File: config.mk
export PLATFORM = sky130hd
export DESIGN_NAME = csv_field_tokenizer_top
export DESIGN_NICKNAME = d
export VERILOG_FILES = /design/src/sv/csvt_pkg.sv /design/src/sv/csvt_front.sv /design/src/sv/csvt_queue.sv /design/src/sv/csvt_back.sv /design/src/sv/csv_field_tokenizer_top.sv
export SDC_FILE = /design/constraint.sdc
export NUM_CORES = 1
export LEC_CHECK = 0
export BUFFER_PORTS_ARGS = -buffer_cell sky130_fd_sc_hd__buf_2
export CAP_MARGIN = 10
export CORE_MARGIN = 1.5
export CORE_UTILIZATION = 23
export CTS_CLUSTER_DIAMETER = 200
export CTS_CLUSTER_SIZE = 14
export DETAILED_ROUTE_END_ITERATION = 8
export HOLD_SLACK_MARGIN = 0.03
export MAX_ROUTING_LAYER = met4
export PLACE_DENSITY = 0.46
export SYNTH_ARGS = -nofsm -noshare
export SYNTH_HDL_FRONTEND = slang
export SYNTH_SLANG_ARGS = --single-unit
File: constraint.sdc
create_clock -name clock -period 6.9 [get_ports clock]
set_input_delay 0.69 -clock clock [delete_from_list [all_inputs] [get_ports clock]]
set_output_delay 0.69 -clock clock [all_outputs]
set_load 0.05 [all_outputs]
File: src/sv/csvt_pkg.sv
// ----------------------------------------------------------------------------
// CSV field tokenizer package
// Shared item types, record kinds, scan modes and default sizes.
// ----------------------------------------------------------------------------
package csvt_pkg;

   // Default width of the byte position, offset and length counters.
   localparam int POS_BITS_DEFAULT    = 31;
   // Default depth of the record-bundle queue between front and back.
   localparam int QUEUE_DEPTH_DEFAULT = 4;

   // Width of the offset and length fields of a result item.
   localparam int OUT_BITS = 31;

   // Text characters that steer the scanner.
   localparam logic [7:0] CHAR_QUOTE = 8'h22;
   localparam logic [7:0] CHAR_COMMA = 8'h2c;
   localparam logic [7:0] CHAR_LF    = 8'h0a;
   localparam logic [7:0] CHAR_CR    = 8'h0d;

   // Record kinds carried by a result item.
   typedef enum logic [1:0] {
      KIND_FIELD = 2'd0,
      KIND_ROW   = 2'd1,
      KIND_END   = 2'd2
   } rec_kind_type;

   // Scanner modes, one-hot.
   typedef enum logic [4:0] {
      MODE_FIELD = 5'b00001,
      MODE_UNQ   = 5'b00010,
      MODE_QUO   = 5'b00100,
      MODE_QSEEN = 5'b01000,
      MODE_CR    = 5'b10000
   } scan_mode_type;

   // Input item: one byte of text.
   typedef struct packed {
      logic [7:0] text_byte;
      logic       final_byte;
   } req_item_type;

   // Result item: one record.
   typedef struct packed {
      logic [1:0]          rec_kind;
      logic [OUT_BITS-1:0] field_offset;
      logic [OUT_BITS-1:0] field_length;
   } rsp_item_type;

   // One field record inside a bundle.
   typedef struct packed {
      logic                valid;
      logic [OUT_BITS-1:0] offset;
      logic [OUT_BITS-1:0] length;
   } field_rec_type;

   // All records caused by one byte, always in this order: first field,
   // second field, row end, end of input.
   typedef struct packed {
      field_rec_type first;
      field_rec_type second;
      logic          row_end;
      logic          input_end;
   } bundle_type;

   // Queue status seen by the back part.
   typedef struct packed {
      logic       empty;
      bundle_type head;
   } queue_head_type;

endpackage

File: src/sv/csvt_front.sv
// ----------------------------------------------------------------------------
// CSV tokenizer front part
// Scans one byte per cycle while accept is high, updates the field state and builds the bundle
// of records that the byte causes.
// ----------------------------------------------------------------------------
module csvt_front #(
   parameter int POS_BITS = csvt_pkg::POS_BITS_DEFAULT
) (
   input  logic                  clock,
   input  logic                  reset,
   input  logic                  accept,
   input  csvt_pkg::req_item_type item,
   output logic                  bundle_push,
   output csvt_pkg::bundle_type  bundle
);
   import csvt_pkg::*;

   localparam logic [POS_BITS-1:0] POS_MAX = '1;

   scan_mode_type       mode_ff, mode_in;
   logic [POS_BITS-1:0] pos_ff, pos_in;
   logic [POS_BITS-1:0] off_ff, off_in;
   logic [POS_BITS-1:0] len_ff, len_in;
   logic                row_ff, row_in;
   logic                start;
   logic [7:0]          c;
   bundle_type          bnd;

   // Saturating add of a small step to a position-sized counter.
   function automatic logic [POS_BITS-1:0] sat_add(input logic [POS_BITS-1:0] a,
                                                   input logic [1:0] b);
      logic [POS_BITS:0] sum;
      sum = {1'b0, a} + (POS_BITS + 1)'(b);
      return sum[POS_BITS] ? POS_MAX : sum[POS_BITS-1:0];
   endfunction

   assign c = item.text_byte;

   // Next state and records for the byte on the input.
   always_comb begin
      mode_in = mode_ff;
      off_in  = off_ff;
      len_in  = len_ff;
      row_in  = row_ff;
      pos_in  = sat_add(pos_ff, 2'd1);
      start   = 1'b0;
      bnd     = '0;

      unique case (mode_ff)
         MODE_UNQ: begin
            if (c == CHAR_COMMA || c == CHAR_LF || c == CHAR_CR) begin
               bnd.first.valid  = 1'b1;
               bnd.first.offset = OUT_BITS'(off_ff);
               bnd.first.length = OUT_BITS'(len_ff);
               if (c == CHAR_COMMA) begin
                  mode_in = MODE_FIELD;
               end else begin
                  bnd.row_end = 1'b1;
                  row_in      = 1'b0;
                  mode_in     = (c == CHAR_CR) ? MODE_CR : MODE_FIELD;
               end
            end else begin
               len_in = sat_add(len_ff, 2'd1);
            end
         end
         MODE_QUO: begin
            if (c == CHAR_QUOTE) begin
               mode_in = MODE_QSEEN;
            end else begin
               len_in = sat_add(len_ff, 2'd1);
            end
         end
         MODE_QSEEN: begin
            if (c == CHAR_QUOTE) begin
               // A doubled quote stays in the field as two bytes.
               len_in  = sat_add(len_ff, 2'd2);
               mode_in = MODE_QUO;
            end else begin
               bnd.first.valid  = 1'b1;
               bnd.first.offset = OUT_BITS'(off_ff);
               bnd.first.length = OUT_BITS'(len_ff);
               if (c == CHAR_COMMA) begin
                  mode_in = MODE_FIELD;
               end else begin
                  start = 1'b1;
               end
            end
         end
         MODE_CR: begin
            if (c == CHAR_LF) begin
               mode_in = MODE_FIELD;
            end else begin
               start = 1'b1;
            end
         end
         default: begin
            start = 1'b1;
         end
      endcase

      // A byte seen where a new field or row may begin.
      if (start) begin
         if (c == CHAR_LF) begin
            bnd.row_end = 1'b1;
            row_in      = 1'b0;
            mode_in     = MODE_FIELD;
         end else if (c == CHAR_CR) begin
            bnd.row_end = 1'b1;
            row_in      = 1'b0;
            mode_in     = MODE_CR;
         end else if (c == CHAR_QUOTE) begin
            row_in  = 1'b1;
            off_in  = sat_add(pos_ff, 2'd1);
            len_in  = '0;
            mode_in = MODE_QUO;
         end else if (c == CHAR_COMMA) begin
            // Only reached with no field emitted yet for this byte.
            row_in           = 1'b1;
            bnd.first.valid  = 1'b1;
            bnd.first.offset = OUT_BITS'(pos_ff);
            bnd.first.length = '0;
            mode_in          = MODE_FIELD;
         end else begin
            row_in  = 1'b1;
            off_in  = pos_ff;
            len_in  = {{(POS_BITS-1){1'b0}}, 1'b1};
            mode_in = MODE_UNQ;
         end
      end

      // Final byte: close the open field and row, mark the end and restart.
      if (item.final_byte) begin
         if (mode_in == MODE_UNQ || mode_in == MODE_QUO || mode_in == MODE_QSEEN) begin
            if (bnd.first.valid) begin
               bnd.second.valid  = 1'b1;
               bnd.second.offset = OUT_BITS'(off_in);
               bnd.second.length = OUT_BITS'(len_in);
            end else begin
               bnd.first.valid  = 1'b1;
               bnd.first.offset = OUT_BITS'(off_in);
               bnd.first.length = OUT_BITS'(len_in);
            end
            bnd.row_end = 1'b1;
         end else if (mode_in != MODE_CR && row_in) begin
            bnd.row_end = 1'b1;
         end
         bnd.input_end = 1'b1;
         mode_in       = MODE_FIELD;
         pos_in        = '0;
         off_in        = '0;
         len_in        = '0;
         row_in        = 1'b0;
      end
   end

   assign bundle      = bnd;
   assign bundle_push = accept && (bnd.first.valid || bnd.second.valid ||
                                   bnd.row_end || bnd.input_end);

   // Scanner state registers.
   always_ff @(posedge clock) begin
      if (reset) begin
         mode_ff <= MODE_FIELD;
         pos_ff  <= '0;
         off_ff  <= '0;
         len_ff  <= '0;
         row_ff  <= 1'b0;
      end else if (accept) begin
         mode_ff <= mode_in;
         pos_ff  <= pos_in;
         off_ff  <= off_in;
         len_ff  <= len_in;
         row_ff  <= row_in;
      end
   end

endmodule

File: src/sv/csvt_queue.sv
// ----------------------------------------------------------------------------
// CSV tokenizer bundle queue
// Short first-in first-out queue of record bundles between front and back.
// ----------------------------------------------------------------------------
module csvt_queue #(
   parameter int DEPTH = csvt_pkg::QUEUE_DEPTH_DEFAULT
) (
   input  logic                     clock,
   input  logic                     reset,
   input  logic                     push,
   input  csvt_pkg::bundle_type     push_data,
   input  logic                     pop,
   output logic                     full,
   output csvt_pkg::queue_head_type status
);
   import csvt_pkg::*;

   localparam int PTR_W = (DEPTH > 2) ? $clog2(DEPTH) : 1;
   localparam int CNT_W = $clog2(DEPTH + 1);

   bundle_type       store [DEPTH];
   logic [PTR_W-1:0] wr_ptr_ff, wr_ptr_in;
   logic [PTR_W-1:0] rd_ptr_ff, rd_ptr_in;
   logic [CNT_W-1:0] count_ff, count_in;
   logic             do_push, do_pop;

   function automatic logic [PTR_W-1:0] ptr_next(input logic [PTR_W-1:0] p);
      return (p == PTR_W'(DEPTH - 1)) ? '0 : p + PTR_W'(1);
   endfunction

   assign full         = (count_ff == CNT_W'(DEPTH));
   assign status.empty = (count_ff == '0);
   assign status.head  = store[rd_ptr_ff];

   assign do_push = push && !full;
   assign do_pop  = pop && !status.empty;

   // Pointer and fill count update.
   always_comb begin
      wr_ptr_in = do_push ? ptr_next(wr_ptr_ff) : wr_ptr_ff;
      rd_ptr_in = do_pop ? ptr_next(rd_ptr_ff) : rd_ptr_ff;
      count_in  = count_ff;
      if (do_push && !do_pop) begin
         count_in = count_ff + CNT_W'(1);
      end else if (do_pop && !do_push) begin
         count_in = count_ff - CNT_W'(1);
      end
   end

   always_ff @(posedge clock) begin
      if (reset) begin
         wr_ptr_ff <= '0;
         rd_ptr_ff <= '0;
         count_ff  <= '0;
      end else begin
         wr_ptr_ff <= wr_ptr_in;
         rd_ptr_ff <= rd_ptr_in;
         count_ff  <= count_in;
      end
   end

   // Bundle storage.
   always_ff @(posedge clock) begin
      if (do_push) begin
         store[wr_ptr_ff] <= push_data;
      end
   end

endmodule

File: src/sv/csvt_back.sv
// ----------------------------------------------------------------------------
// CSV tokenizer back part
// Splits each bundle into single records and holds the oldest one in the
// output register until it is taken.
// ----------------------------------------------------------------------------
module csvt_back (
   input  logic                     clock,
   input  logic                     reset,
   input  csvt_pkg::queue_head_type status,
   output logic                     queue_pop,
   input  logic                     rsp_pop,
   output logic                     rsp_empty,
   output csvt_pkg::rsp_item_type   rsp_item
);
   import csvt_pkg::*;

   logic [3:0]   sent_ff, sent_in;
   logic         out_valid_ff, out_valid_in;
   rsp_item_type out_item_ff, out_item_in;
   logic [3:0]   parts, pending, pick;
   logic         can_load, load;

   // Records present in the head bundle, bit 0 being the oldest.
   assign parts = {status.head.input_end, status.head.row_end,
                   status.head.second.valid, status.head.first.valid};
   assign pending  = parts & ~sent_ff;
   assign pick     = pending & (~pending + 4'd1);
   assign can_load = !out_valid_ff || rsp_pop;
   assign load     = can_load && !status.empty && (pending != '0);

   // Drop the bundle once its last record is loaded.
   assign queue_pop = load && ((pending & ~pick) == '0);

   // Select the next record and update the output register.
   always_comb begin
      out_item_in  = out_item_ff;
      out_valid_in = out_valid_ff;
      sent_in      = sent_ff;

      if (rsp_pop && out_valid_ff) begin
         out_valid_in = 1'b0;
      end

      if (load) begin
         out_valid_in = 1'b1;
         sent_in      = queue_pop ? '0 : (sent_ff | pick);
         if (pick[0]) begin
            out_item_in.rec_kind     = KIND_FIELD;
            out_item_in.field_offset = status.head.first.offset;
            out_item_in.field_length = status.head.first.length;
         end else if (pick[1]) begin
            out_item_in.rec_kind     = KIND_FIELD;
            out_item_in.field_offset = status.head.second.offset;
            out_item_in.field_length = status.head.second.length;
         end else if (pick[2]) begin
            out_item_in.rec_kind     = KIND_ROW;
            out_item_in.field_offset = '0;
            out_item_in.field_length = '0;
         end else begin
            out_item_in.rec_kind     = KIND_END;
            out_item_in.field_offset = '0;
            out_item_in.field_length = '0;
         end
      end
   end

   always_ff @(posedge clock) begin
      if (reset) begin
         out_valid_ff <= 1'b0;
         sent_ff      <= '0;
      end else begin
         out_valid_ff <= out_valid_in;
         sent_ff      <= sent_in;
      end
   end

   always_ff @(posedge clock) begin
      out_item_ff <= out_item_in;
   end

   assign rsp_empty = !out_valid_ff;
   assign rsp_item  = out_item_ff;

endmodule

File: src/sv/csv_field_tokenizer_top.sv
// ----------------------------------------------------------------------------
// CSV field tokenizer
// Turns a stream of CSV text bytes into field, row-end and end-of-input
// records.
// ----------------------------------------------------------------------------
// Usage:
// The text enters one byte per item on the req_ side: the byte is taken at
// a clock edge with req_push high and req_full low. Mark the last byte of a
// text with final_byte; the scanner then closes any open field and row,
// adds an end-of-input record and starts afresh with the next byte.
// Records leave on the rsp_ side: the oldest waits on rsp_item while
// rsp_empty is low and is taken at an edge with rsp_pop high.
// A byte is accepted every cycle while req_full is low. The records of a
// byte pass through the bundle queue and then the single output register,
// which holds one record at a time, so sustained throughput is one byte a
// cycle while each byte gives at most one record and the receiver keeps
// popping. A queue of QUEUE_DEPTH bundles absorbs bursts; when the
// receiver stalls it fills and req_full rises until room is made.
// Reset clears the scanner state, the queue and the output register.
// ----------------------------------------------------------------------------
module csv_field_tokenizer_top #(
   parameter int POS_BITS    = csvt_pkg::POS_BITS_DEFAULT,
   parameter int QUEUE_DEPTH = csvt_pkg::QUEUE_DEPTH_DEFAULT
) (
   input  logic                   clock,
   input  logic                   reset,
   input  logic                   req_push,
   output logic                   req_full,
   input  csvt_pkg::req_item_type req_item,
   output logic                   rsp_empty,
   input  logic                   rsp_pop,
   output csvt_pkg::rsp_item_type rsp_item
);
   import csvt_pkg::*;

   logic           accept;
   logic           bundle_push;
   bundle_type     bundle;
   logic           queue_pop;
   queue_head_type status;

   assign accept = req_push && !req_full;

   // Byte scanner.
   csvt_front #(
      .POS_BITS(POS_BITS)
   ) u_front (
      .clock       (clock),
      .reset       (reset),
      .accept      (accept),
      .item        (req_item),
      .bundle_push (bundle_push),
      .bundle      (bundle)
   );

   // Bundle queue between scanner and record output.
   csvt_queue #(
      .DEPTH(QUEUE_DEPTH)
   ) u_queue (
      .clock     (clock),
      .reset     (reset),
      .push      (bundle_push),
      .push_data (bundle),
      .pop       (queue_pop),
      .full      (req_full),
      .status    (status)
   );

   // Record output.
   csvt_back u_back (
      .clock     (clock),
      .reset     (reset),
      .status    (status),
      .queue_pop (queue_pop),
      .rsp_pop   (rsp_pop),
      .rsp_empty (rsp_empty),
      .rsp_item  (rsp_item)
   );

endmodule

Word level (Yosys, flattened, before mapping) --
Memory sizes are Yosys's and may differ from the RTL's. A register that Yosys moved wholly into a read port is not among the register bits. Index checks and enable logic that the tools add are counted.
Cells by class: bitwise logic cells 7, eq/ne operators 15, muxes and demuxes 78, $add $sub $neg 8, reductions and logical operators 31
Operators by type and width (number):
- $mux 31 | 19
- $mux 63 | 8
- $mux 62 | 3
- $mux 128 | 1
- $mux 126 | 1
- $pmux 63 s2 | 1
- $pmux 31 s3 | 1
- $add 31x1->32 const B | 2
- $mux 64 | 1
- $mux 5 | 12
- $add 31x2->32 const B | 1
- $mux 1 | 21
- $pmux 5 s4 | 1
- $eq 8x4->1 const B | 2
- $eq 8x6->1 const B | 2
- $and 4x4->4 | 3
- $not 4->4 | 3
- $logic_and 1x1->1 | 11
- $eq 5x2->1 const B | 2
- $eq 5x3->1 const B | 2
- $eq 5x4->1 const B | 2
- $mux 2 | 5
- $logic_or 1x1->1 | 8
- $mux 3 | 2
- other kinds (17) | 25
Storage, ports and cells: bits of input ports 13, bits in writable memories 512, memories kept 1, bits in registers 175, word-level logic and storage cells 153, output and inout bits 66
Memory list:
- u_queue.store | words 4, bits a word 128, read ports 1, clocked after Yosys merged registers in 1, wr ports 1, RTL line csvt_queue.sv:21 | bundle_type store [DEPTH];

Longest topological paths before layout --
Gate-level depths: netlist of run 1.
depth after elaboration 22, mapped depth 14

Hierarchy --
From an unflattened synthesis of run 1, not the netlist that was laid out.
Second synthesis, totals: cells, all modules 1994, area, all modules 29682.2 um^2
By module, submodules not included:
- csvt_queue | area each 18987.0 um^2, times used 1, cells an instance 718
- csvt_front | area each 7771.2 um^2, times used 1, cells an instance 1097
- csvt_back | area each 2910.3 um^2, times used 1, cells an instance 178
- csv_field_tokenizer_top | area each 13.8 um^2, times used 1, cells an instance 1

Least setup slack after synthesis of run 1 --
OpenSTA, ideal clock, no wires.
kind input port to flip-flop, start in req_item[3] in the netlist's numbering, end mem u_queue.store[0][0] in the netlist's numbering (enable), stages on the path 7, path buffers 1, data required time 6.398 ns, arrival 5.183 ns, setup time 0.502 ns, path slack 1.214 ns, path through clkbuf_1 -> nor4b_4 -> a21oi_2 -> nor2_2 -> a21oi_1 -> a41oi_2 -> and2_1
On the way: word-level cells in the longest chain between the ends 20, elaborated cells on any way between the ends 61, those cells by class eq/ne: 8; mux: 43; reduce/logical: 10
RTL lines:
- start: declaration | RTL line csv_field_tokenizer_top.sv:29 | input csvt_pkg::req_item_type req_item,
- $eq 8x6->1 or $eq 8x4->1 (tied branches)
- $logic_or 1x1->1 (2 in a row) | RTL line csvt_front.sv:51 | if (c == CHAR_COMMA || c == CHAR_LF || c == CHAR_CR) begin
- $mux 63 | RTL line csvt_front.sv:51
- $pmux 63 s2 | RTL line csvt_front.sv:49 | unique case (mode_ff)
- $mux 63 | RTL line csvt_front.sv:116 | end else if (c == CHAR_COMMA) begin
- $mux 63 | RTL line csvt_front.sv:111 | end else if (c == CHAR_QUOTE) begin
- $mux 63 | RTL line csvt_front.sv:107 | end else if (c == CHAR_CR) begin
- $mux 63 | RTL line csvt_front.sv:103 | if (c == CHAR_LF) begin
- (+4 left out)
- $logic_or 1x1->1 | RTL line csvt_front.sv:157 | assign bundle_push = accept && (bnd.first.valid || bnd.second.valid ||
- $logic_or 1x1->1 * | RTL line csvt_front.sv:157
- $logic_or 1x1->1 * | RTL line csvt_front.sv:158 | bnd.row_end || bnd.input_end);
- $logic_and 1x1->1 * | RTL line csvt_front.sv:157
- $logic_and 1x1->1 * | RTL line csvt_queue.sv:35 | assign do_push = push && !full;
- named net u_queue.do_push | RTL line csvt_queue.sv:25 | logic do_push, do_pop;
- $mux 1 * | RTL line csvt_queue.sv:64 | if (do_push) begin
- $mux 1 (implied by the code) * | RTL line csvt_queue.sv:65 | store[wr_ptr_ff] <= push_data;
- end: declaration | RTL line csvt_queue.sv:21
Mark *: on every way through the listed nets, which the timed path passes. The rest lies on a longest branch.

Worst setup path after layout of run 1 --
start reg u_front.mode_ff[0], end mem u_queue.store[3][19] in the netlist's numbering (enable)
On the way: word-level cells in the longest chain between the ends 17, elaborated cells on any way between the ends 44, those cells by class eq/ne: 8; mux: 27; reduce/logical: 9
RTL lines:
- start: declaration | RTL line csvt_front.sv:20 | scan_mode_type mode_ff, mode_in;
- start signal: assignment | RTL line csvt_front.sv:169 | mode_ff <= mode_in;
- $eq 5x4->1 or $eq 5x2->1 (tied branches) | RTL line csvt_front.sv:49
- $pmux 63 s2 | RTL line csvt_front.sv:49
- $mux 63 | RTL line csvt_front.sv:116
- $mux 63 | RTL line csvt_front.sv:111
- $mux 63 | RTL line csvt_front.sv:107
- $mux 63 | RTL line csvt_front.sv:103
- $mux 63 | RTL line csvt_front.sv:102 | if (start) begin
- $mux 63 | RTL line csvt_front.sv:134 | if (bnd.first.valid) begin
- (+2 left out)
- $logic_or 1x1->1 | RTL line csvt_front.sv:157
- $logic_or 1x1->1 * | RTL line csvt_front.sv:157
- $logic_or 1x1->1 * | RTL line csvt_front.sv:158
- $logic_and 1x1->1 * | RTL line csvt_front.sv:157
- $logic_and 1x1->1 * | RTL line csvt_queue.sv:35
- named net u_queue.do_push | RTL line csvt_queue.sv:25
- $mux 1 * | RTL line csvt_queue.sv:64
- $mux 1 (implied by the code) * | RTL line csvt_queue.sv:65
Marked as above.

==> results of run 1 <==
final cells by class:
class                      instances  area, µm²
antenna                            6      15.01
clock buffer                     101       1592
clock inverter                     2      36.28
fill                           13050      93860
inverter                          28      105.1
multi-input combinational       1288       9920
sequential                       689      19570
tap                             1662       2079
timing repair buffer             109      673.1
placed cells by master (no fill, tap or decap), drive strengths merged, types with 29 or more instances in the layout:
cell      n
a31oi    30
mux4    128
nand2   124
o22ai    34
a21oi    91
buf     109
nand4    34
a22o     88
clkbuf  101
dfxtp   113
o21ai   114
edfxtp  576
nor3     62
nor2    123
nand3    38
conb    120
inv      29
critical path, cell delays in order, from the launching register on:
cell and delay (ns):
sky130_fd_sc_hd__dfxtp_1 0.43, sky130_fd_sc_hd__or3_4 0.47, sky130_fd_sc_hd__a2111oi_4 0.41, sky130_fd_sc_hd__a211o_4 0.22, sky130_fd_sc_hd__nand2_1 0.22, sky130_fd_sc_hd__a41oi_2 0.52
sky130_fd_sc_hd__and2_4 0.75, sky130_fd_sc_hd__buf_12 0.38
state kept, by name (all words and copies together) (netlist names), named ones only:
signal / count
u_queue.store: 512
u_back.rsp_item: 64
u_front.len_ff: 31
u_front.off_ff: 31
u_front.pos_ff: 31
u_front.mode_ff: 5
u_back.sent_ff: 4
u_queue.count_ff: 3
u_queue.rd_ptr_ff: 2
u_queue.wr_ptr_ff: 2
u_back.out_valid_ff: 1
u_front.row_ff: 1
logic make-up after synthesis:
group           share of synthesized area [%]
flops                                   65.89
simple gates                            9.050
compound gates                          11.79
buf+inv                                 2.428
mux                                     10.03
fa+ha+maj                              0.4805
xor+xnor                               0.3246
other cells                           0.01263
through the flow:
stage	worst slack [ns]	util, %
2_1_floorplan	1.214	-
3_3_place_gp	2.431	25.30
3_5_place_dp	2.367	25.30
4_1_cts	2.727	26.57
5_1_grt	2.504	26.58
6_report	2.766	26.58
routing by layer:
layer / wire (µm) / share of wire, % / vias to the layer above
li1: - / - / 8311
met1: 36950 / 45 / 9463
met2: 39560 / 48 / 408
met3: 3545 / 4.3 / 114
met4: 1697 / 2.1 / 0
met5: 0 / 0 / -
power breakdown:
group / internal, µW / switching [µW]
Clock: 1560 / 1490
Combinational: 968 / 1900
Sequential: 4970 / 219
Total: 7490 / 3610
worst min-delay path by stage:
| stage | start | to |
|---|---|---|
| finish | rsp_pop | u_back.out_valid_ff |
| global route | rsp_pop | u_back.out_valid_ff |
| CTS | rsp_pop | u_back.out_valid_ff |
| detailed placement | u_back.sent_ff[1] | u_back.sent_ff[1] |
| global placement | u_back.sent_ff[1] | u_back.sent_ff[1] |
| floorplan | u_back.sent_ff[1] | u_back.sent_ff[1] |
==> impl_results.html, run 1 <==
<table>
<tr><th>Metric</th><th>Value</th></tr>
<tr><th colspan="2">Clock tree</th></tr>
<tr><td>Clock slew at reported path FFs</td><td>0.08 ns</td></tr>
<tr><td>Number of gates given a new drive strength after cts</td><td>0</td></tr>
<tr><td>TritonCTS Sinks</td><td>689</td></tr>
<tr><td>CTS H-tree depth</td><td>2</td></tr>
<tr><td>Hold bufs inserted after CTS</td><td>0</td></tr>
<tr><td>Clock tree from TritonCTS</td><td>yes</td></tr>
<tr><td>Clock root buffer</td><td>sky130_fd_sc_hd__clkbuf_16</td></tr>
<tr><td>Maximum buffer depth of the clock tree</td><td>3</td></tr>
<tr><td>Clk Latency, worst-skew pair</td><td>0.66 ns</td></tr>
<tr><td>Inserted Clock Buffers</td><td>55</td></tr>
<tr><td>Buffers inserted by post-CTS timing repair</td><td>0</td></tr>
<tr><th colspan="2">Synthesis</th></tr>
<tr><td>Share of Yosys cell area claimed by the top area cell type</td><td>58.27%</td></tr>
<tr><td>Cells taking the most area after synthesis</td><td>sky130_fd_sc_hd__edfxtp_1, sky130_fd_sc_hd__mux4_2, sky130_fd_sc_hd__dfxtp_1, sky130_fd_sc_hd__a22o_1, sky130_fd_sc_hd__o21ai_0</td></tr>
<tr><td>Synth Instances</td><td>2033</td></tr>
<tr><td>Mean cell area of the mapped netlist</td><td>14.60 µm²</td></tr>
<tr><td>Most used flip-flop cell after synthesis</td><td>sky130_fd_sc_hd__edfxtp_1</td></tr>
<tr><td>Fraction of registers with async set/reset</td><td>0%</td></tr>
<tr><td>Synth area leader</td><td>sky130_fd_sc_hd__edfxtp_1</td></tr>
<tr><td>Top post-synthesis cells by count</td><td>sky130_fd_sc_hd__edfxtp_1, sky130_fd_sc_hd__mux4_2, sky130_fd_sc_hd__nand2_1</td></tr>
<tr><td>Number of warnings printed during yosys synthesis</td><td>0</td></tr>
<tr><td>Library cells used by synthesis</td><td>97</td></tr>
<tr><td>Most frequently used cell type in the post-synthesis netlist</td><td>sky130_fd_sc_hd__edfxtp_1</td></tr>
<tr><td>Area of the mapped netlist</td><td>29680 µm²</td></tr>
<tr><td>Share of synthesized area occupied by flip-flops and latches</td><td>65.89%</td></tr>
<tr><td>Flop and latch count out of synthesis</td><td>689</td></tr>
<tr><td>EDFF count, synth</td><td>576</td></tr>
<tr><th colspan="2">Detailed routing</th></tr>
<tr><td>Via count</td><td>18.30k</td></tr>
<tr><td>Wire length per cell</td><td>21.04 µm</td></tr>
<tr><td>Starting DRT DRC Count</td><td>1458</td></tr>
<tr><td>First-pass detailed-route iteration total</td><td>5</td></tr>
<tr><td>Number of nets with antenna violations after routing</td><td>0</td></tr>
<tr><td>Total length of routed wires</td><td>81.75 mm</td></tr>
<tr><td># DRC</td><td>0</td></tr>
<tr><td>Detail-routed via count per cell</td><td>4.709</td></tr>
<tr><th colspan="2">Timing</th></tr>
<tr><td>Final hold viol count</td><td>0</td></tr>
<tr><td>Setup repair after global routing missed its margin</td><td>no</td></tr>
<tr><td>Relative max-transition margin</td><td>21.51%</td></tr>
<tr><td>Post-layout min period</td><td>4.134 ns</td></tr>
<tr><td>Setup TNS</td><td>0 ns</td></tr>
<tr><td>Period Utilization, post-route</td><td>59.92%</td></tr>
<tr><td>Maximum frequency from static timing analysis</td><td>241.9 MHz</td></tr>
<tr><td>Number of slew-limit violations in the final report</td><td>0</td></tr>
<tr><td>Least-Margin Pin Slew</td><td>1.167 ns</td></tr>
<tr><td>Final clock skew</td><td>0.04920 ns</td></tr>
<tr><td>Final setup viols</td><td>0</td></tr>
<tr><td>Hold_ws</td><td>0.3906 ns</td></tr>
<tr><th colspan="2">Worst setup path</th></tr>
<tr><td>R2R Setup Slk</td><td>2.77 ns</td></tr>
<tr><td>Critical path data required time</td><td>7.15 ns</td></tr>
<tr><td>Endpoint class of the critical path</td><td>flip-flop</td></tr>
<tr><td>Worst path arrival time</td><td>4.38 ns</td></tr>
<tr><td>Terminus of the critical flop-to-flop path</td><td>u_queue.store[3][19]</td></tr>
<tr><td>CP endpoint</td><td>u_queue.store[3][19]</td></tr>
<tr><td>Critical Path Source Type</td><td>flip-flop</td></tr>
<tr><td>Origin of the worst setup path</td><td>u_front.mode_ff[0]</td></tr>
<tr><td>Number of cells on the worst reg-to-reg path</td><td>7</td></tr>
<tr><td>Critical path fanouts, max</td><td>80</td></tr>
<tr><td>Worst r2r src</td><td>u_front.mode_ff[0]</td></tr>
<tr><td>Kind of critical path</td><td>flip-flop to flip-flop</td></tr>
<tr><th colspan="2">GRT</th></tr>
<tr><td>Via count of the first global-routing pass</td><td>18.87k</td></tr>
<tr><td>First-pass GRT wire length</td><td>124.0 mm</td></tr>
<tr><td>Met2 demand-to-capacity share in global routing</td><td>20.78%</td></tr>
<tr><td>GRT Max-Usage Layer</td><td>met2</td></tr>
<tr><td>Tot GR Track Use</td><td>12.68%</td></tr>
<tr><td>Met1 Use GR</td><td>16.51%</td></tr>
<tr><td>Number of antenna violations at the first check in global routing</td><td>11</td></tr>
<tr><td>Maximum number of pins on one net before global-route repair</td><td>82</td></tr>
<tr><td>Met3 Usage GRT</td><td>1.843%</td></tr>
<tr><td>Overflow left after global routing</td><td>0</td></tr>
<tr><th colspan="2">Outcome</th></tr>
<tr><td>Run status</td><td>complete, no violations</td></tr>
<tr><th colspan="2">Finish</th></tr>
<tr><td>Layout Nets</td><td>2194</td></tr>
<tr><td>Synth-to-Final Area Change</td><td>14.50%</td></tr>
<tr><td>Final design area excluding fillers</td><td>33990 µm²</td></tr>
<tr><td>Final Non-Filler Cells</td><td>3885</td></tr>
<tr><td>Fraction of layout instances using a drive strength above 1</td><td>16.10%</td></tr>
<tr><th colspan="2">Worst hold path</th></tr>
<tr><td>Worst min-delay path class</td><td>primary input to flip-flop</td></tr>
<tr><td>Cell depth of the worst min-delay path</td><td>3</td></tr>
<tr><th colspan="2">Floorplan</th></tr>
<tr><td>Die footprint</td><td>131200 µm²</td></tr>
<tr><td>Number of I/O pins</td><td>79</td></tr>
<tr><td>Die span in x</td><td>362.2 µm</td></tr>
<tr><td>Number of core rows</td><td>131</td></tr>
<tr><td>Initial standard-cell utilization of the core</td><td>23.22%</td></tr>
<tr><td>CORE AREA</td><td>127800 µm²</td></tr>
<tr><td>DIE HEIGHT</td><td>362.2 µm</td></tr>
<tr><th colspan="2">Power and ir drop</th></tr>
<tr><td>Maximum resistive drop on vdd</td><td>0.2180 mV</td></tr>
<tr><td>Power density cells</td><td>326.6 nW/µm²</td></tr>
<tr><td>Static Leak</td><td>0.01072 µW</td></tr>
<tr><td>Post-layout total power</td><td>11100 µW</td></tr>
<tr><th colspan="2">Placement</th></tr>
<tr><td>Count of input and output buffers</td><td>78</td></tr>
<tr><td>Area post-placement</td><td>32340 µm²</td></tr>
<tr><td>DPL Wire Length</td><td>50.03 mm</td></tr>
<tr><td>Final GP Congestion</td><td>0.8443</td></tr>
<tr><td>Cell total after placement</td><td>3776</td></tr>
<tr><th colspan="2">Job</th></tr>
<tr><td>Number of maximum-capacitance constraint violations</td><td>0</td></tr>
</table>
(Power assumes the default switching activity.)
==> inputs of run 2 (changes only) <==
PLACE_DENSITY = 0.47   (was 0.46)
clock period = 3.8 ns   (was 6.9 ns; I/O delays follow)
==> run 2 against run 1 <==
Fmax grew 17%. Via count grew 2.0%. Worst setup slack lost 2.5 ns. Largest power group unchanged. Cell count grew 1.9%. Flip-flop and latch count is the same. Wire length grew 0.58%.
==> impl_results.html, run 2 (synthesized netlist as in run 1, its figures left out) <==
<table>
<tr><th>Metric</th><th>Value</th></tr>
<tr><th colspan="2">Timing</th></tr>
<tr><td>Final hold viol count</td><td>0</td></tr>
<tr><td>Relative max-transition margin</td><td>19.52%</td></tr>
<tr><td>Final setup viols</td><td>0</td></tr>
<tr><td>Maximum frequency from static timing analysis</td><td>283.8 MHz</td></tr>
<tr><td>Number of slew-limit violations in the final report</td><td>0</td></tr>
<tr><td>Least-Margin Pin Slew</td><td>1.207 ns</td></tr>
<tr><td>Setup repair after global routing missed its margin</td><td>no</td></tr>
<tr><td>Final WS setup</td><td>0.2767 ns</td></tr>
<tr><td>Final clock skew</td><td>0.03901 ns</td></tr>
<tr><td>Post-layout min period</td><td>3.523 ns</td></tr>
<tr><td>Period Utilization, post-route</td><td>92.72%</td></tr>
<tr><th colspan="2">Placement</th></tr>
<tr><td>Cell total after placement</td><td>3851</td></tr>
<tr><td>Pre-CTS setup slack</td><td>0.2338 ns</td></tr>
<tr><td>Final GP Congestion</td><td>0.9027</td></tr>
<tr><td>DPL Wire Length</td><td>52.31 mm</td></tr>
<tr><td>Count of input and output buffers</td><td>78</td></tr>
<tr><th colspan="2">Finish</th></tr>
<tr><td>Largest Register</td><td>u_queue.store</td></tr>
<tr><td>Most used cells in the layout excluding fill and tap cells</td><td>sky130_fd_sc_hd__edfxtp_1, sky130_fd_sc_hd__mux4_2, sky130_fd_sc_hd__nand2_1, sky130_fd_sc_hd__conb_1, sky130_fd_sc_hd__nor2_1</td></tr>
<tr><td>Most frequent standard cell in the layout excluding fill and tap cells</td><td>sky130_fd_sc_hd__edfxtp_1</td></tr>
<tr><td>FILL cells</td><td>13.06k</td></tr>
<tr><td>Fraction of layout instances using a drive strength above 1</td><td>18.85%</td></tr>
<tr><td>Synth-to-Final Area Change</td><td>16.69%</td></tr>
<tr><td>Layout Nets</td><td>2269</td></tr>
<tr><td>Largest register FFs</td><td>512</td></tr>
<tr><td>Final Non-Filler Cells</td><td>3959</td></tr>
<tr><th colspan="2">Worst setup path</th></tr>
<tr><td>Critical Path Max Stage Delay</td><td>0.44 ns</td></tr>
<tr><td>Critical path data required time</td><td>4.35 ns</td></tr>
<tr><td>Critical path fanouts, max</td><td>7</td></tr>
<tr><td>Critical Path Source Type</td><td>flip-flop</td></tr>
<tr><td>Critical-path cell with the highest stage delay</td><td>sky130_fd_sc_hd__or3_4</td></tr>
<tr><td>Kind of critical path</td><td>flip-flop to flip-flop</td></tr>
<tr><td>Cell Chain, Critical Path</td><td>or3_4 -&gt; a2111oi_4 -&gt; a211o_4 -&gt; nand2_1 -&gt; a41oi_2 -&gt; ha_1 -&gt; inv_1 -&gt; fa_1 -&gt; xor2_1 -&gt; or3_1 -&gt; a21oi_1</td></tr>
<tr><td>Endpoint class of the critical path</td><td>flip-flop</td></tr>
<tr><td>Number of cells on the worst reg-to-reg path</td><td>11</td></tr>
<tr><td>Worst path arrival time</td><td>4.08 ns</td></tr>
<tr><th colspan="2">Clock tree</th></tr>
<tr><td>Hold bufs inserted after CTS</td><td>0</td></tr>
<tr><td>Maximum buffer depth of the clock tree</td><td>3</td></tr>
<tr><td>Clock slew at reported path FFs</td><td>0.09 ns</td></tr>
<tr><td>Inserted Clock Buffers</td><td>55</td></tr>
<tr><td>Buffers inserted by post-CTS timing repair</td><td>0</td></tr>
<tr><td>CTS H-tree depth</td><td>2</td></tr>
<tr><td>Clock tree from TritonCTS</td><td>yes</td></tr>
<tr><td>TritonCTS Sinks</td><td>689</td></tr>
<tr><td>Clock root buffer</td><td>sky130_fd_sc_hd__clkbuf_16</td></tr>
<tr><td>Clk Latency, worst-skew pair</td><td>0.64 ns</td></tr>
<tr><td>Number of gates given a new drive strength after cts</td><td>0</td></tr>
<tr><th colspan="2">GRT</th></tr>
<tr><td>Number of antenna violations at the first check in global routing</td><td>8</td></tr>
<tr><td>Via count of the first global-routing pass</td><td>19.02k</td></tr>
<tr><td>First-pass GRT wire length</td><td>124.2 mm</td></tr>
<tr><td>Tot GR Track Use</td><td>12.74%</td></tr>
<tr><td>Maximum number of pins on one net before global-route repair</td><td>117</td></tr>
<tr><td>Overflow left after global routing</td><td>0</td></tr>
<tr><th colspan="2">Power and ir drop</th></tr>
<tr><td>Switching share of power</td><td>31.98%</td></tr>
<tr><td>Maximum resistive drop on vdd</td><td>0.4162 mV</td></tr>
<tr><td>Clock Power Share</td><td>27.1%</td></tr>
<tr><td>Power density cells</td><td>579.6 nW/µm²</td></tr>
<tr><td>Static Leak</td><td>0.01111 µW</td></tr>
<tr><td>Cell-internal power</td><td>13660 µW</td></tr>
<tr><td>Flop pwr share</td><td>46.1%</td></tr>
<tr><td>Share of total power in combinational logic</td><td>26.8%</td></tr>
<tr><td>Net switching power of the design</td><td>6419 µW</td></tr>
<tr><th colspan="2">Job</th></tr>
<tr><td>Number of maximum-capacitance constraint violations</td><td>0</td></tr>
<tr><th colspan="2">Worst hold path</th></tr>
<tr><td>Worst min-delay path class</td><td>primary input to flip-flop</td></tr>
<tr><td>Cell depth of the worst min-delay path</td><td>3</td></tr>
<tr><th colspan="2">Detailed routing</th></tr>
<tr><td>Total length of routed met2 wires</td><td>38.80 mm</td></tr>
<tr><td>Via count</td><td>18.67k</td></tr>
<tr><td>Post-route met1 wirelength</td><td>37.51 mm</td></tr>
<tr><td># DRC</td><td>0</td></tr>
<tr><td>Wire length per cell</td><td>20.77 µm</td></tr>
<tr><td>First-pass detailed-route iteration total</td><td>8</td></tr>
<tr><td>Detailed route wirelength on metal3</td><td>3.794 mm</td></tr>
<tr><td>Number of nets with antenna violations after routing</td><td>0</td></tr>
<tr><td>Starting DRT DRC Count</td><td>1500</td></tr>
<tr><td>Top sig layer</td><td>met4</td></tr>
<tr><td>Detail-routed via count per cell</td><td>4.715</td></tr>
<tr><td>Total length of routed wires</td><td>82.22 mm</td></tr>
<tr><th colspan="2">Floorplan</th></tr>
<tr><td>Number of core rows</td><td>131</td></tr>
<tr><td>Die footprint</td><td>131200 µm²</td></tr>
<tr><td>CORE AREA</td><td>127800 µm²</td></tr>
<tr><td>Initial standard-cell utilization of the core</td><td>23.22%</td></tr>
<tr><td>Die span in x</td><td>362.2 µm</td></tr>
<tr><td>Number of I/O pins</td><td>79</td></tr>
<tr><td>DIE HEIGHT</td><td>362.2 µm</td></tr>
<tr><th colspan="2">Outcome</th></tr>
<tr><td>Run status</td><td>complete, no violations</td></tr>
</table>
## run 2: path summary, 6_finish.rpt
| kind | from | slack [ns] | to |
|---|---|---|---|
| setup / recovery | u_front.mode_ff[0] | 0.28 | u_queue.count_ff[2] |
| hold / removal | rsp_pop | 0.15 | u_back.out_valid_ff |
| setup reg to reg | u_front.mode_ff[0] | 0.28 | u_queue.count_ff[2] |
| hold reg to reg | u_front.off_ff[19] | 0.47 | u_front.off_ff[19] |
## run 2: routing by layer
layer | up-vias | track usage [%]
met2 | 537 | 20.24
met5 | - | -
li1 | 8444 | -
met3 | 121 | 1.665
met1 | 9566 | 17.04
met4 | 0 | 3.593
## run 2: critical path, delay by kind of cell (launching register included)
family / cells / cell delay (ns)
compound gates: 4 / 1.19
xor+xnor: 1 / 0.18
fa+ha+maj: 2 / 0.64
buf+inv: 1 / 0.07
flops: 1 / 0.39
simple gates: 3 / 0.96
## run 2: power by group through the flow
| stage | sequential [µW] | combinational, µW | clock, µW |
|---|---|---|---|
| after floorplan | 10600 | 2670 | 0 |
| after global placement | 9430 | 5520 | 0 |
| after detailed placement | 9440 | 5520 | 0 |
| after CTS | 9290 | 5530 | 5640 |
| after global routing | 9340 | 5770 | 5880 |
| final | 9260 | 5380 | 5430 |
## run 2: layout make-up
class	count	area, µm²	area share (%)
Clock buffer	102	1595	4.606
Multi-Input combinational cell	1288	9913	28.62
Inverter	28	105.1	0.3034
Timing Repair Buffer	184	1349	3.894
Antenna cell	5	12.51	0.03612
Sequential cell	689	19570	56.49
Clock inverter	1	16.27	0.04696
Tap cell	1662	2079	6.004
## run 2: through the flow
stage	TNS (ns)	util (%)	instance area (µm²)	hold WS (ns)	total power [µW]
after global placement	0	25.82	33010	0.4470	14940
after detailed placement	0	25.82	33010	0.4582	14960
after floorplan	-84.75	-	30160	0.4280	13310
after CTS	0	27.08	34620	0.1149	20460
after global routing	0	27.09	34630	0.1582	21000
final	0	27.09	34640	0.1513	20080
==> inputs of run 3 (changes only) <==
CORE_UTILIZATION = 30   (was 23)
PLACE_DENSITY = 0.55   (was 0.47)
==> run 3 against run 2 <==
Global-route usage rose by 3.1 points. Cell count fell by 9.4%. Worst setup slack improved by 0.17 ns. Flip-flop and latch count did not move. Die area fell by 23%. Largest cell class unchanged. Design area fell by 1.2%. Count of clock-buffer cells in the layout did not move.
==> impl_results.html, run 3 (synthesized netlist as in run 1, its figures left out) <==
<table>
<tr><th>Metric</th><th>Value</th></tr>
<tr><th colspan="2">Outcome</th></tr>
<tr><td>Run status</td><td>complete, no violations</td></tr>
<tr><th colspan="2">Power and ir drop</th></tr>
<tr><td>Flop pwr share</td><td>46.4%</td></tr>
<tr><td>Static Leak</td><td>0.01115 µW</td></tr>
<tr><td>Net switching power of the design</td><td>6321 µW</td></tr>
<tr><td>Clock Power Share</td><td>27.1%</td></tr>
<tr><td>Maximum resistive drop on vdd</td><td>0.6098 mV</td></tr>
<tr><td>Switching share of power</td><td>31.64%</td></tr>
<tr><td>Power density cells</td><td>583.7 nW/µm²</td></tr>
<tr><td>Share of total power in combinational logic</td><td>26.5%</td></tr>
<tr><td>Cell-internal power</td><td>13650 µW</td></tr>
<tr><th colspan="2">Timing</th></tr>
<tr><td>Least-Margin Pin Slew</td><td>1.092 ns</td></tr>
<tr><td>Final WS setup</td><td>0.4474 ns</td></tr>
<tr><td>Maximum frequency from static timing analysis</td><td>298.3 MHz</td></tr>
<tr><td>Setup TNS</td><td>0 ns</td></tr>
<tr><td>Setup repair after global routing missed its margin</td><td>no</td></tr>
<tr><td>Relative max-transition margin</td><td>27.19%</td></tr>
<tr><td>Final hold viol count</td><td>0</td></tr>
<tr><td>Number of slew-limit violations in the final report</td><td>0</td></tr>
<tr><td>Post-layout min period</td><td>3.353 ns</td></tr>
<tr><td>Period Utilization, post-route</td><td>88.23%</td></tr>
<tr><td>Final setup viols</td><td>0</td></tr>
<tr><td>Final clock skew</td><td>0.03081 ns</td></tr>
<tr><td>Hold_ws</td><td>0.08286 ns</td></tr>
<tr><th colspan="2">Worst setup path</th></tr>
<tr><td>Worst path arrival time</td><td>3.69 ns</td></tr>
<tr><td>Endpoint class of the critical path</td><td>flip-flop</td></tr>
<tr><td>Critical path data required time</td><td>4.14 ns</td></tr>
<tr><td>Kind of critical path</td><td>flip-flop to flip-flop</td></tr>
<tr><td>Critical path fanouts, max</td><td>25</td></tr>
<tr><td>Cell family with most CP delay</td><td>compound AO/OA/AOI/OAI gates</td></tr>
<tr><td>Critical-path cell with the highest stage delay</td><td>sky130_fd_sc_hd__o21ai_0</td></tr>
<tr><td>Origin of the worst setup path</td><td>u_front.mode_ff[4]</td></tr>
<tr><td>Critical Path Source Type</td><td>flip-flop</td></tr>
<tr><td>Critical Path Max Stage Delay</td><td>0.61 ns</td></tr>
<tr><td>Cell Chain, Critical Path</td><td>inv_1 -&gt; or4_4 -&gt; a211o_4 -&gt; o21ai_2 -&gt; nand4_4 -&gt; o21ai_0</td></tr>
<tr><td>Count of buffer and inverter cells on the critical path</td><td>1</td></tr>
<tr><td>Worst r2r src</td><td>u_front.mode_ff[4]</td></tr>
<tr><th colspan="2">Clock tree</th></tr>
<tr><td>CTS H-tree depth</td><td>2</td></tr>
<tr><td>Number of gates given a new drive strength after cts</td><td>0</td></tr>
<tr><td>Clock slew at reported path FFs</td><td>0.07 ns</td></tr>
<tr><td>Clock root buffer</td><td>sky130_fd_sc_hd__clkbuf_16</td></tr>
<tr><td>Hold bufs inserted after CTS</td><td>0</td></tr>
<tr><td>Buffers inserted by post-CTS timing repair</td><td>0</td></tr>
<tr><td>Inserted Clock Buffers</td><td>55</td></tr>
<tr><td>TritonCTS Sinks</td><td>689</td></tr>
<tr><td>Clock tree from TritonCTS</td><td>yes</td></tr>
<tr><td>Maximum buffer depth of the clock tree</td><td>3</td></tr>
<tr><td>Clk Latency, worst-skew pair</td><td>0.63 ns</td></tr>
<tr><th colspan="2">GRT</th></tr>
<tr><td>Maximum number of pins on one net before global-route repair</td><td>63</td></tr>
<tr><td>Tot GR Track Use</td><td>15.79%</td></tr>
<tr><td>Number of antenna violations at the first check in global routing</td><td>4</td></tr>
<tr><td>First-pass GRT wire length</td><td>119.6 mm</td></tr>
<tr><td>Via count of the first global-routing pass</td><td>19.04k</td></tr>
<tr><td>Overflow left after global routing</td><td>0</td></tr>
<tr><th colspan="2">Detailed routing</th></tr>
<tr><td>Detail-routed via count per cell</td><td>5.221</td></tr>
<tr><td>First-pass detailed-route iteration total</td><td>8</td></tr>
<tr><td># DRC</td><td>0</td></tr>
<tr><td>Total length of routed wires</td><td>78.11 mm</td></tr>
<tr><td>Starting DRT DRC Count</td><td>1611</td></tr>
<tr><td>Number of nets with antenna violations after routing</td><td>0</td></tr>
<tr><td>Via count</td><td>18.72k</td></tr>
<tr><td>Wire length per cell</td><td>21.78 µm</td></tr>
<tr><th colspan="2">Placement</th></tr>
<tr><td>Count of input and output buffers</td><td>78</td></tr>
<tr><td>DPL Wire Length</td><td>49.73 mm</td></tr>
<tr><td>Pre-CTS setup slack</td><td>0.2925 ns</td></tr>
<tr><td>Final GP Congestion</td><td>0.9217</td></tr>
<tr><th colspan="2">Job</th></tr>
<tr><td>Number of maximum-capacitance constraint violations</td><td>0</td></tr>
<tr><th colspan="2">Worst hold path</th></tr>
<tr><td>Worst min-delay path class</td><td>primary input to flip-flop</td></tr>
<tr><td>Min-Delay Startpoint</td><td>rsp_pop</td></tr>
<tr><th colspan="2">Finish</th></tr>
<tr><td>Most frequent standard cell in the layout excluding fill and tap cells</td><td>sky130_fd_sc_hd__edfxtp_1</td></tr>
<tr><td>Largest register FFs</td><td>512</td></tr>
<tr><td>Fraction of layout instances using a drive strength above 1</td><td>18.95%</td></tr>
<tr><td>Most used cells in the layout excluding fill and tap cells</td><td>sky130_fd_sc_hd__edfxtp_1, sky130_fd_sc_hd__mux4_2, sky130_fd_sc_hd__nand2_1, sky130_fd_sc_hd__conb_1, sky130_fd_sc_hd__nor2_1</td></tr>
<tr><td>Layout Nets</td><td>2272</td></tr>
<tr><td>FILL cells</td><td>9373</td></tr>
<tr><td>Largest Register</td><td>u_queue.store</td></tr>
<tr><td>Synth-to-Final Area Change</td><td>15.30%</td></tr>
<tr><th colspan="2">Floorplan</th></tr>
<tr><td>Number of core rows</td><td>115</td></tr>
<tr><td>Die span in x</td><td>317.6 µm</td></tr>
<tr><td>CORE AREA</td><td>98280 µm²</td></tr>
<tr><td>DIE HEIGHT</td><td>317.6 µm</td></tr>
<tr><td>Die footprint</td><td>100800 µm²</td></tr>
<tr><td>Initial standard-cell utilization of the core</td><td>30.20%</td></tr>
<tr><td>Number of I/O pins</td><td>79</td></tr>
</table>
[run 3: worst reg2reg max path, cell delays in order (launching register included)]
cell	delay, ns
sky130_fd_sc_hd__dfxtp_1	0.55
sky130_fd_sc_hd__inv_1	0.16
sky130_fd_sc_hd__or4_4	0.46
sky130_fd_sc_hd__a211o_4	0.41
sky130_fd_sc_hd__o21ai_2	0.43
sky130_fd_sc_hd__nand4_4	0.44
sky130_fd_sc_hd__o21ai_0	0.63
[run 3: stage by stage]
step	cell area [µm²]	utilization [%]	power, µW	std cells
CTS	34210	34.81	20330	3581
floorplan	30160	-	13310	2152
global placement	32600	33.17	14820	3478
global route	34230	34.83	20850	3586
detailed placement	32600	33.17	14880	3478
finish	34230	34.83	19980	3586
[run 3: area by class of cell]
cell class              instances  area [µm²]  area share [%]
inverters                      28       105.1          0.3071
well taps                    1287        1610           4.705
repair buffers                187        1409           4.116
multi-input cells            1288        9913           28.96
diodes                          4       10.01         0.02925
clock inverters                 1       16.27         0.04753
clock buffers                 102        1595           4.661
flip-flops and latches        689       19570           57.17
[run 3: power groups by stage]
| stage | Sequential, µW | Clock (µW) | Combinational, µW |
|---|---|---|---|
| after global placement | 9440 | 0 | 5380 |
| after CTS | 9290 | 5600 | 5440 |
| after global routing | 9340 | 5840 | 5670 |
| after floorplan | 10600 | 0 | 2670 |
| final | 9270 | 5410 | 5300 |
| after detailed placement | 9450 | 0 | 5430 |
[run 3: layer usage]
metal	vias to the layer above	track usage (%)	part of all wire (%)
li1	8465	-	-
met1	9496	21.00	45
met2	625	24.55	46
met3	136	2.688	5.8
met4	0	5.256	3.1
met5	-	-	0
[run 3: path summary, 6_finish.rpt]
| kind | to | slack, ns | cells after the start |
|---|---|---|---|
| worst max register to register | u_queue.store[1][76] | 0.45 | 6 |
| worst max-delay path | u_queue.store[1][76] | 0.45 | 6 |
| worst min register to register | u_back.sent_ff[3] | 0.47 | 2 |
| worst min-delay path | u_back.out_valid_ff | 0.08 | 3 |
